<file path="src/hw/rtl/hgp_pkg.sv">
// Package: shared types and item codes for the HID gamepad descriptor parser.
`timescale 1ns / 1ps

package hgp_pkg;

    // Width of the running bit offset; wraps modulo 2**OFFSET_WIDTH (range 8..32)
    localparam int OFFSET_WIDTH = 16;
    localparam int OUT_OFF_W    = 16;

    // Short item size code that stands for four data bytes
    localparam logic [1:0] SIZE_CODE_FOUR = 2'h3;

    // Item types
    localparam logic [1:0] TYPE_MAIN   = 2'd0;
    localparam logic [1:0] TYPE_GLOBAL = 2'd1;
    localparam logic [1:0] TYPE_LOCAL  = 2'd2;

    // Main item tags
    localparam logic [3:0] TAG_INPUT      = 4'h8;
    localparam logic [3:0] TAG_COLLECTION = 4'hA;

    // Global item tags
    localparam logic [3:0] TAG_USAGE_PAGE   = 4'h0;
    localparam logic [3:0] TAG_REPORT_SIZE  = 4'h7;
    localparam logic [3:0] TAG_REPORT_ID    = 4'h8;
    localparam logic [3:0] TAG_REPORT_COUNT = 4'h9;

    // Local item tags
    localparam logic [3:0] TAG_USAGE = 4'h0;

    // Pages and usages of interest
    localparam logic [7:0] PAGE_DESKTOP = 8'h01;
    localparam logic [7:0] PAGE_BUTTON  = 8'h09;
    localparam logic [7:0] USAGE_X      = 8'h30;
    localparam logic [7:0] USAGE_HAT    = 8'h39;

    localparam logic [OUT_OFF_W-1:0] HAT_NONE = '1;

    // One short item ready to act, as produced by the byte framer
    typedef struct packed {
        logic       act;
        logic [1:0] itype;
        logic [3:0] tag;
        logic [7:0] val;
    } hgp_item_t;

    // Located fields reported at the end of a descriptor
    typedef struct packed {
        logic                 found;
        logic                 has_report_id;
        logic [7:0]           gamepad_report;
        logic [OUT_OFF_W-1:0] stick_offset;
        logic                 hat_present;
        logic [OUT_OFF_W-1:0] hat_offset;
        logic [OUT_OFF_W-1:0] button_offset;
        logic [7:0]           button_count;
    } hgp_result_t;

endpackage

</file>
<file path="src/hw/rtl/hgp_if.sv">
// Interfaces: descriptor byte channel and located-field result channel.
`timescale 1ns / 1ps

interface hgp_byte_if;
    logic       valid;
    logic       ready;
    logic [7:0] desc_byte;
    logic       last_byte;

    modport source (output valid, output desc_byte, output last_byte, input ready);
    modport sink   (input valid, input desc_byte, input last_byte, output ready);
endinterface

interface hgp_result_if;
    logic        valid;
    logic        ready;
    logic        found;
    logic        has_report_id;
    logic [7:0]  gamepad_report;
    logic [15:0] stick_offset;
    logic        hat_present;
    logic [15:0] hat_offset;
    logic [15:0] button_offset;
    logic [7:0]  button_count;

    modport source (output valid, output found, output has_report_id, output gamepad_report,
                    output stick_offset, output hat_present, output hat_offset,
                    output button_offset, output button_count, input ready);
    modport sink   (input valid, input found, input has_report_id, input gamepad_report,
                    input stick_offset, input hat_present, input hat_offset,
                    input button_offset, input button_count, output ready);
endinterface

</file>
<file path="src/hw/rtl/hid_gamepad_descriptor_parser_core.sv">
// Top level: HID report descriptor parser that locates gamepad stick, hat and button fields.
`timescale 1ns / 1ps

// Descriptor bytes enter on the desc channel, one transfer per byte, and pass through an
// input register; the short-item decode, the parse-state update and the offset advance
// (report size times report count, an 8x8 multiply and an add) all close as the byte leaves
// that register, so the block sustains one byte per clock. A transfer with last_byte set
// produces exactly one result transfer, by way of the input register and the output register;
// other bytes produce none. The result sits in the output register, so bytes that are not last
// keep flowing while a result waits; only a second last byte holds in the input register until
// the waiting result is taken. After the last byte the parse state returns to its reset values,
// while the located stick, hat and button fields persist into the next descriptor. Offsets are
// counted modulo 2**OFFSET_WIDTH and reported in their low 16 bits; hat_offset reads all ones
// until a hat switch field has been located.
module hid_gamepad_descriptor_parser_core (
    input  logic           clk,
    input  logic           rst_n,
    hgp_byte_if.sink       desc,
    hgp_result_if.source   result
);
    import hgp_pkg::*;

    // input register
    logic       in_valid_reg;
    logic [7:0] in_byte_reg;
    logic       in_last_reg;
    logic       advance;

    // parse state
    logic                    page_ok_reg, page_ok_next;
    logic [7:0]              page_reg, page_next;
    logic                    usage_ok_reg, usage_ok_next;
    logic [7:0]              usage_reg, usage_next;
    logic [7:0]              size_reg, size_next;
    logic [7:0]              count_reg, count_next;
    logic                    id_ok_reg, id_ok_next;
    logic [7:0]              id_reg, id_next;
    logic [OFFSET_WIDTH-1:0] offset_reg, offset_next;
    logic                    any_found_reg, any_found_next;

    // located fields
    logic                 loc_has_id_reg, loc_has_id_next;
    logic [7:0]           loc_report_reg, loc_report_next;
    logic [OUT_OFF_W-1:0] loc_stick_reg, loc_stick_next;
    logic                 loc_hat_ok_reg, loc_hat_ok_next;
    logic [OUT_OFF_W-1:0] loc_hat_reg, loc_hat_next;
    logic [OUT_OFF_W-1:0] loc_btn_reg, loc_btn_next;
    logic [7:0]           loc_btn_count_reg, loc_btn_count_next;

    // output register
    logic        out_valid_reg;
    hgp_result_t result_reg, result_next;

    hgp_item_t        item;
    logic [15:0]      field_bits;
    logic             is_desktop;

    // Only a last byte needs room in the output register
    assign advance   = in_valid_reg && (!in_last_reg || !out_valid_reg || result.ready);
    assign desc.ready = !in_valid_reg || advance;

    always_ff @(posedge clk or negedge rst_n)
    begin
        if (!rst_n)
        begin
            in_valid_reg <= 1'b0;
            in_last_reg  <= 1'b0;
        end
        else if (desc.ready)
        begin
            in_valid_reg <= desc.valid;
            in_last_reg  <= desc.last_byte;
        end
    end

    always_ff @(posedge clk)
    begin
        if (desc.ready && desc.valid)
        begin
            in_byte_reg <= desc.desc_byte;
        end
    end

    hgp_item_framer u_framer (
        .clk     (clk),
        .rst_n   (rst_n),
        .en      (advance),
        .byte_in (in_byte_reg),
        .last    (in_last_reg),
        .item    (item)
    );

    assign field_bits = size_reg * count_reg;
    assign is_desktop = page_ok_reg && (page_reg == PAGE_DESKTOP);

    // Apply one item to the parse state and the located fields
    always_comb
    begin
        page_ok_next       = page_ok_reg;
        page_next          = page_reg;
        usage_ok_next      = usage_ok_reg;
        usage_next         = usage_reg;
        size_next          = size_reg;
        count_next         = count_reg;
        id_ok_next         = id_ok_reg;
        id_next            = id_reg;
        offset_next        = offset_reg;
        any_found_next     = any_found_reg;
        loc_has_id_next    = loc_has_id_reg;
        loc_report_next    = loc_report_reg;
        loc_stick_next     = loc_stick_reg;
        loc_hat_ok_next    = loc_hat_ok_reg;
        loc_hat_next       = loc_hat_reg;
        loc_btn_next       = loc_btn_reg;
        loc_btn_count_next = loc_btn_count_reg;

        if (item.act)
        begin
            case (item.itype)
                TYPE_MAIN:
                begin
                    case (item.tag)
                        TAG_INPUT:
                        begin
                            if (is_desktop && usage_ok_reg && usage_reg == USAGE_X)
                            begin
                                loc_stick_next  = OUT_OFF_W'(offset_reg);
                                loc_has_id_next = id_ok_reg;
                                loc_report_next = id_ok_reg ? id_reg : 8'h00;
                                any_found_next  = 1'b1;
                            end
                            else if (is_desktop && usage_ok_reg && usage_reg == USAGE_HAT)
                            begin
                                loc_hat_next    = OUT_OFF_W'(offset_reg);
                                loc_hat_ok_next = 1'b1;
                                any_found_next  = 1'b1;
                            end
                            else if (page_ok_reg && page_reg == PAGE_BUTTON && !item.val[0])
                            begin
                                // non-constant button field
                                loc_btn_next       = OUT_OFF_W'(offset_reg);
                                loc_btn_count_next = count_reg;
                                any_found_next     = 1'b1;
                            end
                            usage_ok_next = 1'b0;
                            offset_next   = offset_reg + OFFSET_WIDTH'(field_bits);
                        end
                        TAG_COLLECTION:
                        begin
                            usage_ok_next = 1'b0;
                        end
                        default:
                        begin
                        end
                    endcase
                end
                TYPE_GLOBAL:
                begin
                    case (item.tag)
                        TAG_USAGE_PAGE:
                        begin
                            page_next    = item.val;
                            page_ok_next = 1'b1;
                        end
                        TAG_REPORT_SIZE:
                        begin
                            size_next = item.val;
                        end
                        TAG_REPORT_ID:
                        begin
                            // offsets restart within each report
                            id_next     = item.val;
                            id_ok_next  = 1'b1;
                            offset_next = '0;
                        end
                        TAG_REPORT_COUNT:
                        begin
                            count_next = item.val;
                        end
                        default:
                        begin
                        end
                    endcase
                end
                TYPE_LOCAL:
                begin
                    // keep only the first usage before the next Input or Collection item
                    if (item.tag == TAG_USAGE && !usage_ok_reg)
                    begin
                        usage_next    = item.val;
                        usage_ok_next = 1'b1;
                    end
                end
                default:
                begin
                end
            endcase
        end

        result_next.found          = any_found_next;
        result_next.has_report_id  = loc_has_id_next;
        result_next.gamepad_report = loc_report_next;
        result_next.stick_offset   = loc_stick_next;
        result_next.hat_present    = loc_hat_ok_next;
        result_next.hat_offset     = loc_hat_ok_next ? loc_hat_next : HAT_NONE;
        result_next.button_offset  = loc_btn_next;
        result_next.button_count   = loc_btn_count_next;
    end

    always_ff @(posedge clk or negedge rst_n)
    begin
        if (!rst_n)
        begin
            page_ok_reg       <= 1'b0;
            page_reg          <= 8'h00;
            usage_ok_reg      <= 1'b0;
            usage_reg         <= 8'h00;
            size_reg          <= 8'h00;
            count_reg         <= 8'h00;
            id_ok_reg         <= 1'b0;
            id_reg            <= 8'h00;
            offset_reg        <= '0;
            any_found_reg     <= 1'b0;
            loc_has_id_reg    <= 1'b0;
            loc_report_reg    <= 8'h00;
            loc_stick_reg     <= '0;
            loc_hat_ok_reg    <= 1'b0;
            loc_hat_reg       <= HAT_NONE;
            loc_btn_reg       <= '0;
            loc_btn_count_reg <= 8'h00;
        end
        else if (advance)
        begin
            // located fields persist across descriptors
            loc_has_id_reg    <= loc_has_id_next;
            loc_report_reg    <= loc_report_next;
            loc_stick_reg     <= loc_stick_next;
            loc_hat_ok_reg    <= loc_hat_ok_next;
            loc_hat_reg       <= loc_hat_next;
            loc_btn_reg       <= loc_btn_next;
            loc_btn_count_reg <= loc_btn_count_next;
            if (in_last_reg)
            begin
                // drop the parse state for the next descriptor
                page_ok_reg   <= 1'b0;
                page_reg      <= 8'h00;
                usage_ok_reg  <= 1'b0;
                usage_reg     <= 8'h00;
                size_reg      <= 8'h00;
                count_reg     <= 8'h00;
                id_ok_reg     <= 1'b0;
                id_reg        <= 8'h00;
                offset_reg    <= '0;
                any_found_reg <= 1'b0;
            end
            else
            begin
                page_ok_reg   <= page_ok_next;
                page_reg      <= page_next;
                usage_ok_reg  <= usage_ok_next;
                usage_reg     <= usage_next;
                size_reg      <= size_next;
                count_reg     <= count_next;
                id_ok_reg     <= id_ok_next;
                id_reg        <= id_next;
                offset_reg    <= offset_next;
                any_found_reg <= any_found_next;
            end
        end
    end

    // Output register: hold the result until its transfer completes
    always_ff @(posedge clk or negedge rst_n)
    begin
        if (!rst_n)
        begin
            out_valid_reg <= 1'b0;
        end
        else if (advance && in_last_reg)
        begin
            out_valid_reg <= 1'b1;
        end
        else if (result.ready)
        begin
            out_valid_reg <= 1'b0;
        end
    end

    always_ff @(posedge clk)
    begin
        if (advance && in_last_reg)
        begin
            result_reg <= result_next;
        end
    end

    assign result.valid          = out_valid_reg;
    assign result.found          = result_reg.found;
    assign result.has_report_id  = result_reg.has_report_id;
    assign result.gamepad_report = result_reg.gamepad_report;
    assign result.stick_offset   = result_reg.stick_offset;
    assign result.hat_present    = result_reg.hat_present;
    assign result.hat_offset     = result_reg.hat_offset;
    assign result.button_offset  = result_reg.button_offset;
    assign result.button_count   = result_reg.button_count;

endmodule

</file>
<file path="src/hw/rtl/hgp_item_framer.sv">
// Item framer: splits short item headers from data bytes and releases at most one item per byte.
`timescale 1ns / 1ps

module hgp_item_framer (
    input  logic              clk,
    input  logic              rst_n,
    input  logic              en,
    input  logic [7:0]        byte_in,
    input  logic              last,
    output hgp_pkg::hgp_item_t item
);
    import hgp_pkg::*;

    logic [2:0] data_left_reg, data_left_next;
    logic [1:0] type_reg, type_next;
    logic [3:0] tag_reg, tag_next;
    logic       pending_reg, pending_next;
    logic [2:0] len;

    assign len = (byte_in[1:0] == SIZE_CODE_FOUR) ? 3'd4 : {1'b0, byte_in[1:0]};

    always_comb
    begin
        data_left_next = data_left_reg;
        type_next      = type_reg;
        tag_next       = tag_reg;
        pending_next   = pending_reg;
        item           = '0;
        if (data_left_reg != 3'd0)
        begin
            // first data byte carries the value; later ones are dropped
            item.act       = pending_reg;
            item.itype     = type_reg;
            item.tag       = tag_reg;
            item.val       = byte_in;
            pending_next   = 1'b0;
            data_left_next = data_left_reg - 3'd1;
        end
        else
        begin
            // header: act now if no data follows, or if the descriptor ends here
            item.act   = (len == 3'd0) || last;
            item.itype = byte_in[3:2];
            item.tag   = byte_in[7:4];
            item.val   = 8'h00;
            if (len != 3'd0)
            begin
                type_next      = byte_in[3:2];
                tag_next       = byte_in[7:4];
                pending_next   = 1'b1;
                data_left_next = len;
            end
        end
        if (last)
        begin
            data_left_next = 3'd0;
            type_next      = 2'd0;
            tag_next       = 4'd0;
            pending_next   = 1'b0;
        end
    end

    always_ff @(posedge clk or negedge rst_n)
    begin
        if (!rst_n)
        begin
            data_left_reg <= 3'd0;
            type_reg      <= 2'd0;
            tag_reg       <= 4'd0;
            pending_reg   <= 1'b0;
        end
        else if (en)
        begin
            data_left_reg <= data_left_next;
            type_reg      <= type_next;
            tag_reg       <= tag_next;
            pending_reg   <= pending_next;
        end
    end

endmodule

</file>
<file path="src/flat_wrapper.sv">
// flat-port wrapper written by rule: the top's interface ports become plain ports
module hid_gamepad_descriptor_parser_core_flat import hgp_pkg::*;
  (clk, rst_n, desc_valid, desc_desc_byte, desc_last_byte, desc_ready, result_valid, result_found, result_has_report_id, result_gamepad_report, result_stick_offset, result_hat_present, result_hat_offset, result_button_offset, result_button_count, result_ready);
  hgp_byte_if desc_i ();
  hgp_result_if result_i ();
  input  logic clk;
  input  logic rst_n;
  input wire logic [$bits(desc_i.valid)-1:0] desc_valid;
  input wire logic [$bits(desc_i.desc_byte)-1:0] desc_desc_byte;
  input wire logic [$bits(desc_i.last_byte)-1:0] desc_last_byte;
  output wire logic [$bits(desc_i.ready)-1:0] desc_ready;
  output wire logic [$bits(result_i.valid)-1:0] result_valid;
  output wire logic [$bits(result_i.found)-1:0] result_found;
  output wire logic [$bits(result_i.has_report_id)-1:0] result_has_report_id;
  output wire logic [$bits(result_i.gamepad_report)-1:0] result_gamepad_report;
  output wire logic [$bits(result_i.stick_offset)-1:0] result_stick_offset;
  output wire logic [$bits(result_i.hat_present)-1:0] result_hat_present;
  output wire logic [$bits(result_i.hat_offset)-1:0] result_hat_offset;
  output wire logic [$bits(result_i.button_offset)-1:0] result_button_offset;
  output wire logic [$bits(result_i.button_count)-1:0] result_button_count;
  input wire logic [$bits(result_i.ready)-1:0] result_ready;
  assign desc_i.valid = desc_valid;
  assign desc_i.desc_byte = desc_desc_byte;
  assign desc_i.last_byte = desc_last_byte;
  assign desc_ready = desc_i.ready;
  assign result_valid = result_i.valid;
  assign result_found = result_i.found;
  assign result_has_report_id = result_i.has_report_id;
  assign result_gamepad_report = result_i.gamepad_report;
  assign result_stick_offset = result_i.stick_offset;
  assign result_hat_present = result_i.hat_present;
  assign result_hat_offset = result_i.hat_offset;
  assign result_button_offset = result_i.button_offset;
  assign result_button_count = result_i.button_count;
  assign result_i.ready = result_ready;
  hid_gamepad_descriptor_parser_core u_core (.clk(clk), .rst_n(rst_n), .desc(desc_i), .result(result_i));
endmodule
</file>
<file path="config.mk">
export PLATFORM = sky130hd
export DESIGN_NAME = hid_gamepad_descriptor_parser_core_flat
export DESIGN_NICKNAME = d
export VERILOG_FILES = /design/src/hw/rtl/hgp_pkg.sv /design/src/hw/rtl/hgp_if.sv /design/src/hw/rtl/hid_gamepad_descriptor_parser_core.sv /design/src/hw/rtl/hgp_item_framer.sv /design/src/flat_wrapper.sv
export SDC_FILE = /design/constraint.sdc
export NUM_CORES = 1
export LEC_CHECK = 0
export BUFFER_PORTS_ARGS = -buffer_cell sky130_fd_sc_hd__buf_2
export CORE_MARGIN = 4
export CORE_UTILIZATION = 45
export DETAILED_ROUTE_END_ITERATION = 10
export PLACE_DENSITY = 0.71
export SKIP_LAST_GASP = 1
export SLEW_MARGIN = 5
export SYNTH_ARGS = -nofsm -noshare
export SYNTH_HDL_FRONTEND = slang
export SYNTH_SLANG_ARGS = --single-unit
</file>
<file path="constraint.sdc">
create_clock -name clk -period 5.42 [get_ports clk]
set_input_delay 0.271 -clock clk [delete_from_list [all_inputs] [get_ports clk]]
set_output_delay 0.271 -clock clk [all_outputs]
set_load 0.02 [all_outputs]
</file>
---- Word level (Yosys, flattened, before mapping) ----
Index checks and enable logic that the tools add are counted.
word-level totals
  logic and storage cells ................. 195
  bits in read-only memories .............. 0
  memories ................................ 0
  register bits after elaboration ......... 214
  output and inout bits ................... 69
  latch bits .............................. 0
  RAM bits ................................ 0
operators by class
  bitwise operators ....................... 0
  shifts and indexed selects .............. 0
  eq/ne operators ......................... 16
  $add $sub $neg .......................... 2
  divide/modulo/power cells ............... 0
  multiplexer cells ....................... 96
  $mul .................................... 1
  reduce and logical (&&, ||, !) cells .... 47
  order comparisons ....................... 0
operator list
  cell                  number
  $mux W16              19
  $mux W8               31
  $mux W1               33
  $pmux W16 S2          1
  $reduce_and A4 Y1     5
  $reduce_bool A2 Y1    10
  $add A16 B16 Y16      1
  $eq A8 B6 Y1 const B  2
  $mul A8 B8 Y16        1
  $mux W15              1
  $reduce_bool A3 Y1    5
  $eq A4 B4 Y1 const B  3
  $mux W3               4
  $mux W4               3
  $logic_and A1 B1 Y1   10
  $reduce_and A5 Y1     2
  $ne A3 B1 Y1 const B  3
  $eq A8 B1 Y1 const B  1
  $eq A8 B4 Y1 const B  1
  $mux W2               3
  $logic_not A1 Y1      5
  $eq A2 B2 Y1 const B  2
  $eq A4 B3 Y1 const B  1
  $logic_not A4 Y1      1
  other kinds (11)      14

---- Depth between registers and ports, before layout ----
Gate-level depths: netlist of the first run.
  word-level depth ........................ 14
  mapped depth ............................ 17
  gate-level depth less buffers ........... 16

---- By module ----
A second synthesis of the first run with hierarchy kept.
unflattened totals
  cells, all modules ...................... 1006
  area total of the unflattened synthesis .. 11410.9 um2
by module, submodules not included
  module                              area each (um2)  cells each  instances
  hid_gamepad_descriptor_parser_core  10687.8          938         1
  hgp_item_framer                     723.2            68          1

---- Worst setup path before layout of the first run ----
No wires, ideal clock.
  path kind ............................... flip-flop to flip-flop
  start point ............................. reg u_core.count_reg[2]
  end point ............................... reg u_core.offset_reg[14]
  cell stages (with the launch flop) ...... 15
  buffers on the path ..................... 1
  data arrival time ....................... 4.091 ns
  data required time ...................... 5.294 ns
  path slack .............................. 1.203 ns
  cell sequence ........................... dfrtp_1 > clkbuf_1 > nand2_1 > fa_1 > inv_1 > fa_1 > fa_1 > inv_1 > fa_1 > inv_1 > ha_1 > a211o_1 > o21ai_0 > o21ai_0 > a221o_1
between the ends
  longest elaborated chain between the ends .. 6
ends and longest elaborated chain
  element                   RTL line                                   text
  start: declaration        hid_gamepad_descriptor_parser_core.sv:35   logic [7:0] count_reg, count_next;
  start signal: assignment  hid_gamepad_descriptor_parser_core.sv:263  count_reg <= count_next;
  $mul A8 B8 Y16            hid_gamepad_descriptor_parser_core.sv:93   assign field_bits = size_reg * count_reg;
  $add A16 B16 Y16          hid_gamepad_descriptor_parser_core.sv:146  offset_next = offset_reg + OFFSET_WIDTH'(field_bits);
  $mux W16                  hid_gamepad_descriptor_parser_core.sv:122  case (item.tag)
  $pmux W16 S2              hid_gamepad_descriptor_parser_core.sv:119  case (item.itype)
  $mux W16                  hid_gamepad_descriptor_parser_core.sv:117  if (item.act)
  $mux W16                  hid_gamepad_descriptor_parser_core.sv:242  if (in_last_reg)
  end signal: assignment    hid_gamepad_descriptor_parser_core.sv:266  offset_reg <= offset_next;
  end: declaration          hid_gamepad_descriptor_parser_core.sv:38   logic [OFFSET_WIDTH-1:0] offset_reg, offset_next;
No other way between the ends. The select of a mux whose other input is x is not followed.
A chain may end at the register's enable or synchronous reset.

---- Final worst setup path of the first run ----
  start point ............................. reg u_core.count_reg[0]
  end point ............................... reg u_core.offset_reg[15]
The elaborated chain is that of the path after synthesis.

==> impl_metrics.sql, run 1 <==
INSERT INTO impl_metrics (metric_group, metric, value, unit) VALUES
('outcome', 'outcome', 'finished clean', ''),
('sta', 'worst_pin_slew', '994', 'ps'),
('routing', 'detail-route-antenna-nets', '0', ''),
('die', 'start_util', '46.0', '%'),
('finish', 'area_delta_synth_final', '13.6', '%'),
('finish', 'insertedDiodeCount', '0', ''),
('clocking', 'clock_tree.root_cell', 'sky130_fd_sc_hd__clkbuf_16', ''),
('placed_design', 'io_buffers', '81', ''),
('sta', 'period_needed', '4620', 'ps'),
('logic_synthesis', 'synth_area_per_cell', '12.5', 'um2'),
('finish', 'final_layout_size_suffix_gt1_share', '26.2', '%'),
('grt', 'grt_pass1_vias', '7567', ''),
('logic_synthesis', 'postSynth.topFlopCell', 'sky130_fd_sc_hd__dfrtp_1', ''),
('clocking', 'cts-resized-gates', '0', ''),
('min_path', 'min_from', 'result_ready', ''),
('logic_synthesis', 'synth.area.top_cells', 'sky130_fd_sc_hd__dfrtp_1 (27%), sky130_fd_sc_hd__edfxtp_1 (19%), sky130_fd_sc_hd__mux2_2 (10%), sky130_fd_sc_hd__fa_1 (8.6%), sky130_fd_sc_hd__ha_1 (4.0%)', ''),
('routing', 'initialDrtViolationCount', '475', ''),
('clocking', 'cts_htree_levels', '1', ''),
('critical_path', 'worstReg2RegStart', 'u_core.count_reg[0]', ''),
('power_and_ir_drop', 'p_leak', '6.00', 'nW'),
('critical_path', 'path_delay_family', 'adder cells', ''),
('clocking', 'cts_num_sinks', '214', ''),
('finish', 'nets', '1121', ''),
('placed_design', 'globalplace.congestion', '0.850', ''),
('grt', 'grt_overflow', '0', ''),
('min_path', 'holdCritPathClass', 'primary input to register', ''),
('logic_synthesis', 'ys_seq_area_share', '49.6', '%'),
('placed_design', 'placedInstanceArea', '0.0123', 'mm2'),
('flow_run', 'maxCapViolations', '0', ''),
('logic_synthesis', 'synthArstFlopShare', '65.0', '%'),
('routing', 'detail_route.wl_per_cell', '17.9', 'um'),
('critical_path', 'worst_path_largest_cell_delay', '550', 'ps'),
('critical_path', 'setup.worst_path.start_class', 'register', ''),
('logic_synthesis', 'ff_latch_count_synth', '214', ''),
('grt', 'initial_antenna_violation_count', '0', ''),
('critical_path', 'most_frequent_cell_on_the_critical_path', 'sky130_fd_sc_hd__fa_1', ''),
('power_and_ir_drop', 'power_per_cell_area', '301', 'mW/mm2'),
('sta', 'rsz0062_at_grt', 'no', ''),
('critical_path', 'worst_r2r_path_depth', '14', ''),
('logic_synthesis', 'synth-edff-count', '75', ''),
('logic_synthesis', 'synthesis.area', '0.0116', 'mm2'),
('critical_path', 'setup.worst_path.class', 'register to register', ''),
('logic_synthesis', 'netlist.area_leader.share', '26.5', '%'),
('routing', 'viasPerCell', '5.33', ''),
('placed_design', 'detailedPlacementHpwl', '17400', 'um'),
('sta', 'fmax', '216', 'MHz'),
('logic_synthesis', 'synth.yosys.warnings', '0', ''),
('sta', 'finalHoldViolCount', '0', ''),
('critical_path', 'worst-r2r-setup-slack', '800', 'ps'),
('routing', 'drt_pass1_iterations', '5', ''),
('clocking', 'clock_pin_slew_of_the_registers_on_the_worst_case_setup_and_hold_paths', '60', 'ps'),
('die', 'fp.dieW', '169', 'um'),
('finish', 'n_fill_cell', '2175', ''),
('routing', 'via_count', '7297', ''),
('die', 'coreArea', '0.0253', 'mm2'),
('sta', 'maxSlewHeadroom', '33.6', '%'),
('min_path', 'worst_hold_path.num_cells', '3', ''),
('finish', 'final_cell_area', '0.0132', 'mm2'),
('logic_synthesis', 'netlist.top_cell.by_area', 'sky130_fd_sc_hd__dfrtp_1', ''),
('critical_path', 'worst_path_buf_inv', '3', ''),
('die', 'io_pins', '82', ''),
('critical_path', 'critical_path_peak_fanout', '11', ''),
('routing', 'drc', '0', ''),
('die', 'dieArea', '0.0284', 'mm2'),
('critical_path', 'cp_data_arrival_time', '5020', 'ps'),
('critical_path', 'worstPathCellList', 'nand2_1 > fa_1 > inv_1 > fa_1 > fa_1 > inv_1 > fa_1 > inv_1 > ha_1 > o21ai_0 > a211oi_1 > a21oi_1 > a21o_1 > a32o_1', ''),
('sta', 'worst_clock_skew', '11.2', 'ps'),
('critical_path', 'endpoint_kind', 'register', ''),
('critical_path', 'cp.required', '5820', 'ps'),
('clocking', 'cts_inserted_buffers', '23', ''),
('sta', 'fin_setup_tns', '0', 'ps');
[worst register-to-register path: cells and delay by family (launching register included)]
kind,cells,cell delay (ps)
buffers and inverters,3,150
AND/OR/NAND/NOR,1,140
flip-flops,1,550
adder cells (fa/ha/maj),5,2380
AO/OA/AOI/OAI,5,1310
[synthesized netlist by cell type (18+ instances only)]
library cell and number:
sky130_fd_sc_hd__mux2_2 104, sky130_fd_sc_hd__and2_1 41, sky130_fd_sc_hd__fa_1 50, sky130_fd_sc_hd__ha_1 37, sky130_fd_sc_hd__edfxtp_1 75, sky130_fd_sc_hd__clkbuf_1 20, sky130_fd_sc_hd__dfrtp_1 123, sky130_fd_sc_hd__o2bb2ai_1 23
sky130_fd_sc_hd__mux2i_1 29, sky130_fd_sc_hd__o21ai_0 18, sky130_fd_sc_hd__inv_1 121, sky130_fd_sc_hd__nand2_1 69
[layer usage]
metal,GRT usage [%],part of all wire (%),vias to the layer above,routed length [um]
met1,24.6,45,3634,11100
li1,-,-,3412,-
met5,0,0,-,0
met2,28.7,48,217,11600
met4,3.60,1.7,0,410
met3,2.45,5.3,34,1300
[layout make-up]
class	instances	area, um2	share of cell area (%)
clock buffers	29	661	5.01
flip-flops and latches	214	5750	43.6
multi-input cells	561	5190	39.4
repair buffers	100	582	4.41
well taps	330	413	3.13
inverters	121	454	3.45
clock inverters	13	124	0.940
[power by group]
| group | switching, W | total (W) | internal, W |
|---|---|---|---|
| sequential | 0.000105 | 0.00186 | 0.00176 |
| combinational | 0.000350 | 0.000517 | 0.000167 |
| clock | 0.000628 | 0.00159 | 0.000963 |
| total | 0.00108 | 0.00397 | 0.00289 |
[through the flow]
stage	instances	utilization, %	worst slack (ps)	hold slack (ps)	power [W]
4_1_cts	1368	52.2	844	83.2	0.00400
3_5_place_dp	1315	48.6	863	424	0.00239
6_report	1368	52.2	797	86.8	0.00397
2_1_floorplan	931	-	1200	-24.6	0.00224
5_1_grt	1368	52.2	621	139	0.00413
3_3_place_gp	1315	48.6	983	427	0.00238
[cells by family after synthesis]
kind of cell,after synthesis,share of synthesized area (%)
AO/OA/AOI/OAI,121,7.67
buffers and inverters,156,5.68
AND/OR/NAND/NOR,202,10.0
XOR/XNOR,8,0.604
multiplexers,143,13.9
flip-flops,214,49.6
adder cells (fa/ha/maj),87,12.6
[worst max path at each step]
stage / start / endpoint / slack, ps / cells after the start
6_report: u_core.count_reg[0] / u_core.offset_reg[15] / 800 / 14
5_1_grt: u_core.count_reg[3] / u_core.offset_reg[15] / 620 / 14
4_1_cts: u_core.count_reg[0] / u_core.offset_reg[15] / 840 / 14
3_5_place_dp: u_core.count_reg[0] / u_core.offset_reg[15] / 860 / 14
3_3_place_gp: u_core.count_reg[0] / u_core.offset_reg[15] / 980 / 14
2_1_floorplan: u_core.count_reg[2] / u_core.offset_reg[14] / 1200 / 14
[cell usage in the layout (no fill, tap or decap), types with 11 or more instances in the layout]
cell type	netlist	final
sky130_fd_sc_hd__nand2_1	69	69
sky130_fd_sc_hd__dfstp_2	16	16
sky130_fd_sc_hd__inv_1	121	120
sky130_fd_sc_hd__mux2i_1	29	29
sky130_fd_sc_hd__and2_1	41	41
sky130_fd_sc_hd__buf_2	5	80
sky130_fd_sc_hd__clkbuf_16	0	25
sky130_fd_sc_hd__a22o_1	11	11
sky130_fd_sc_hd__o21ai_0	18	18
sky130_fd_sc_hd__mux2_2	104	104
sky130_fd_sc_hd__fa_1	50	50
sky130_fd_sc_hd__edfxtp_1	75	75
sky130_fd_sc_hd__nor2b_1	15	15
sky130_fd_sc_hd__ha_1	37	37
sky130_fd_sc_hd__dlygate4sd3_1	0	11
sky130_fd_sc_hd__o2bb2ai_1	23	23
sky130_fd_sc_hd__a21oi_1	11	11
sky130_fd_sc_hd__dfrtp_1	123	123
sky130_fd_sc_hd__nor2_1	14	14
[timing repair]
action                                  in CTS  in global routing
buffers inserted                             0                  0
hold endpoints to repair                   101                  0
hold buffers                                11                  0
endpoints found under the setup margin       0                  0
Power figures use the tool's default switching activity.
==> run 2, diff against run 1 <==
- ABC_AREA: default -> 1
- BUFFER_PORTS_ARGS: -buffer_cell sky130_fd_sc_hd__buf_2 -> -buffer_cell sky130_fd_sc_hd__buf_4
==> run 2 against run 1 <==
Effect of this change:
- via count increased by 22%
- cell area increased by 2.5%
- utilization decreased by 0.20 points
- fmax increased by 9.6%
- total power increased by 35%
- first-iteration DRC count increased by 45%
- count of clock-buffer cells in the layout increased by 2
- final cell count increased by 31%
- worst hold slack got worse by 27 ps
- global-route usage increased by 1.0 points
==> impl_metrics.sql, run 2 <==
INSERT INTO impl_metrics (metric_group, metric, value, unit) VALUES
('outcome', 'outcome', 'finished clean', ''),
('power_and_ir_drop', 'power.share.switching', '36.8', '%'),
('die', 'io_pins', '82', ''),
('logic_synthesis', 'syn-instance-count', '1369', ''),
('logic_synthesis', 'netlist.top_cell.by_area', 'sky130_fd_sc_hd__dfrtp_1', ''),
('clocking', 'ctsLongestPathBuffers', '3', ''),
('die', 'core.rowCount', '59', ''),
('finish', 'area_delta_synth_final', '14.0', '%'),
('logic_synthesis', 'synth.area.top_cells', 'sky130_fd_sc_hd__dfrtp_1 (26%), sky130_fd_sc_hd__edfxtp_1 (19%), sky130_fd_sc_hd__nand2_1 (12%), sky130_fd_sc_hd__fa_1 (8.4%), sky130_fd_sc_hd__inv_1 (8.3%)', ''),
('routing', 'drt_pass1_iterations', '5', ''),
('logic_synthesis', 'yosys.cell_types.count', '34', ''),
('routing', 'top_signal_layer_used', 'met4', ''),
('routing', 'viasPerCell', '4.98', ''),
('die', 'fp.dieW', '170', 'um'),
('power_and_ir_drop', 'p_leak', '6.90', 'nW'),
('grt', 'grt_first_pass_wirelength', '43700', 'um'),
('clocking', 'cts_tree', 'built', ''),
('sta', 'worst_clock_skew', '20.9', 'ps'),
('power_and_ir_drop', 'max-vdd-ir-drop', '0.323', 'mV'),
('critical_path', 'setup.worst_path.class', 'register to register', ''),
('critical_path', 'cp.required', '5810', 'ps'),
('routing', 'met1_length', '11500', 'um'),
('critical_path', 'cp_data_arrival_time', '4610', 'ps'),
('logic_synthesis', 'ff_latch_count_synth', '214', ''),
('critical_path', 'critical_path_peak_fanout', '10', ''),
('sta', 'post-route-period-util', '77.8', '%'),
('clocking', 'cts_htree_levels', '1', ''),
('critical_path', 'setup.worst_path.start_class', 'register', ''),
('logic_synthesis', 'yosysMostFrequentCell', 'sky130_fd_sc_hd__nand2_1', ''),
('routing', 'via_count', '8899', ''),
('sta', 'timing_max_transition_violations_final', '0', ''),
('clocking', 'cts-resized-gates', '0', ''),
('logic_synthesis', 'synthArstFlopShare', '65.0', '%'),
('finish', 'final_layout_size_suffix_gt1_share', '10.9', '%'),
('die', 'coreArea', '0.0260', 'mm2'),
('logic_synthesis', 'ys_seq_area_share', '48.5', '%'),
('sta', 'report.final.setup_viol', '0', ''),
('grt', 'grt_overflow', '0', ''),
('sta', 'worst_pin_slew', '1240', 'ps'),
('routing', 'initialDrtViolationCount', '690', ''),
('logic_synthesis', 'synth_fa_ha_area_share', '12.3', '%'),
('power_and_ir_drop', 'seqPwrFrac', '43.2', '%'),
('logic_synthesis', 'synth_simple_gate_area_share', '20.4', '%'),
('routing', 'met3WireLength', '1490', 'um'),
('clocking', 'insertion_delay', '530', 'ps'),
('finish', 'nets', '1536', ''),
('logic_synthesis', 'synth.yosys.warnings', '0', ''),
('clocking', 'cts_num_sinks', '214', ''),
('critical_path', 'reg2reg_end', 'u_core.offset_reg[13]', ''),
('logic_synthesis', 'synth_top_family_by_area', 'simple AND/OR/NAND/NOR gates', ''),
('power_and_ir_drop', 'power_per_cell_area', '397', 'mW/mm2'),
('placed_design', 'io_buffers', '81', ''),
('logic_synthesis', 'synthesis.area', '0.0119', 'mm2'),
('placed_design', 'globalplace.congestion', '0.868', ''),
('clocking', 'clock_tree.root_cell', 'sky130_fd_sc_hd__clkbuf_16', ''),
('placed_design', 'dp_worst_setup_slack', '1220', 'ps'),
('logic_synthesis', 'postSynth.topFlopCell', 'sky130_fd_sc_hd__dfrtp_1', ''),
('grt', 'initial_antenna_violation_count', '0', ''),
('routing', 'detail-route-antenna-nets', '0', ''),
('min_path', 'holdCritPathClass', 'primary input to register', ''),
('critical_path', 'crit_end', 'u_core.offset_reg[13]', ''),
('finish', 'insertedDiodeCount', '0', ''),
('logic_synthesis', 'commonest_cells_post_synth', 'sky130_fd_sc_hd__nand2_1 (367), sky130_fd_sc_hd__inv_1 (263), sky130_fd_sc_hd__dfrtp_1 (123)', ''),
('critical_path', 'critPathLaunch', 'u_core.count_reg[0]', ''),
('critical_path', 'worst_r2r_path_depth', '18', ''),
('sta', 'rsz0062_at_grt', 'no', ''),
('sta', 'timing.hold.ws', '59.7', 'ps'),
('critical_path', 'most_frequent_cell_on_the_critical_path', 'sky130_fd_sc_hd__nand2_1', ''),
('finish', 'finish.cell_count_without_fillers', '1788', ''),
('die', 'die_height', '170', 'um'),
('critical_path', 'worst-r2r-setup-slack', '1200', 'ps'),
('grt', 'grt_pass1_vias', '8788', ''),
('sta', 'fin_setup_tns', '0', 'ps'),
('logic_synthesis', 'synth-edff-count', '75', ''),
('finish', 'mostFrequentLayoutCell', 'sky130_fd_sc_hd__nand2_1', ''),
('critical_path', 'worstPathCellList', 'nand2_1 > fa_1 > inv_1 > fa_1 > inv_1 > fa_1 > fa_1 > inv_1 > ha_1 > nand2_1 > o21ai_0 > nand2_1 > nand2_1 > nand2_1 > nand2_1 > nand2_1 > nand2_1 > o21ai_0', ''),
('sta', 'timing.final.ws_setup', '1200', 'ps'),
('critical_path', 'timing.critical_path.slowest_stage_cell', 'sky130_fd_sc_hd__dfrtp_1', ''),
('die', 'start_util', '45.6', '%'),
('clocking', 'clock_pin_slew_of_the_registers_on_the_worst_case_setup_and_hold_paths', '60', 'ps'),
('finish', 'final_cell_area', '0.0135', 'mm2'),
('routing', 'wl_met2', '12200', 'um'),
('logic_synthesis', 'post_synth_xor_area_fraction', '0.813', '%'),
('placed_design', 'detailedPlacementHpwl', '18300', 'um'),
('clocking', 'cts.repair_timing.setup_buffer_count', '0', ''),
('routing', 'detail_route.wl_per_cell', '14.5', 'um'),
('placed_design', 'placedInstanceArea', '0.0127', 'mm2'),
('power_and_ir_drop', 'internal_power', '0.00339', 'W'),
('finish', 'layout.cells.most_common_list', 'sky130_fd_sc_hd__nand2_1 (367), sky130_fd_sc_hd__inv_1 (262), sky130_fd_sc_hd__dfrtp_1 (123)', ''),
('critical_path', 'worstReg2RegStart', 'u_core.count_reg[0]', ''),
('critical_path', 'worst_path_largest_cell_delay', '530', 'ps'),
('logic_synthesis', 'netlist.area_leader.share', '26.0', '%'),
('sta', 'period_needed', '4220', 'ps'),
('logic_synthesis', 'syn_nets', '1469', ''),
('critical_path', 'endpoint_kind', 'register', ''),
('routing', 'totalWireLength', '25800', 'um'),
('clocking', 'ctsHoldBuffers', '11', ''),
('routing', 'drc', '0', ''),
('logic_synthesis', 'synth_compound_area_share', '7.21', '%'),
('sta', 'fmax', '237', 'MHz'),
('sta', 'maxSlewHeadroom', '17.4', '%'),
('grt', 'grt_start_max_net_pins', '71', ''),
('power_and_ir_drop', 'combPwrFrac', '29.0', '%'),
('sta', 'finalHoldViolCount', '0', ''),
('flow_run', 'maxCapViolations', '0', ''),
('power_and_ir_drop', 'power.switching', '0.00197', 'W'),
('placed_design', 'dp.cells', '1735', ''),
('clocking', 'cts_inserted_buffers', '23', ''),
('grt', 'grt_use_total', '18.3', '%'),
('logic_synthesis', 'synth.mux.area_fraction', '0', '%'),
('die', 'dieArea', '0.0290', 'mm2'),
('logic_synthesis', 'synth_area_per_cell', '8.66', 'um2'),
('min_path', 'worst_hold_path.num_cells', '4', ''),
('power_and_ir_drop', 'power.clock.fraction', '27.8', '%');
run 2: worst min path at each step:
stage | startpoint | end
floorplan | rst_n | u_core.any_found_reg
global route | result_ready | u_core.result.valid
global placement | rst_n | u_core.loc_btn_count_reg[5]
finish | result_ready | u_core.result.valid
detailed placement | rst_n | u_core.loc_btn_count_reg[6]
CTS | result_ready | u_core.result.valid
run 2: final cells by class:
type | instances | area (um2)
Sequential cell | 214 | 5750
Timing Repair Buffer | 99 | 774
Fill cell | 2433 | 12500
Clock buffer | 31 | 616
Multi-Input combinational cell | 829 | 4840
Tap cell | 335 | 419
Clock inverter | 11 | 104
Inverter | 269 | 1010
run 2: cells by family (layout without fill, tap and decap cells):
| family | after synthesis | in the layout |
|---|---|---|
| flops | 214 | 214 |
| xor+xnor | 11 | 11 |
| simple gates | 574 | 574 |
| compound gates | 157 | 157 |
| buf+inv | 326 | 410 |
| fa+ha+maj | 87 | 87 |
run 2: metal layers:
layer,global-route usage [%],up-vias
met5,0,-
met4,4.76,0
met2,30.3,233
met3,3.16,49
met1,25.2,4224
li1,-,4393
run 2: power groups by stage:
stage | clock [W] | combinational (W) | sequential, W
after floorplan | 0 | 0.00126 | 0.00217
after global placement | 0 | 0.00150 | 0.00232
after detailed placement | 0 | 0.00155 | 0.00234
after CTS | 0.00154 | 0.00157 | 0.00231
after global routing | 0.00160 | 0.00183 | 0.00237
final | 0.00149 | 0.00156 | 0.00232
run 2: critical path, delay by kind of cell (launching register included):
| kind | cells | cell delay (ps) |
|---|---|---|
| fa+ha+maj | 5 | 2310 |
| simple gates | 8 | 630 |
| flops | 1 | 530 |
| compound gates | 2 | 470 |
| buf+inv | 3 | 140 |
run 2: stage by stage:
step / total power (W) / utilization [%]
final: 0.00537 / 52.0
after global routing: 0.00579 / 52.0
after CTS: 0.00542 / 52.0
after detailed placement: 0.00389 / 48.8
after global placement: 0.00382 / 48.8
after floorplan: 0.00343 / -
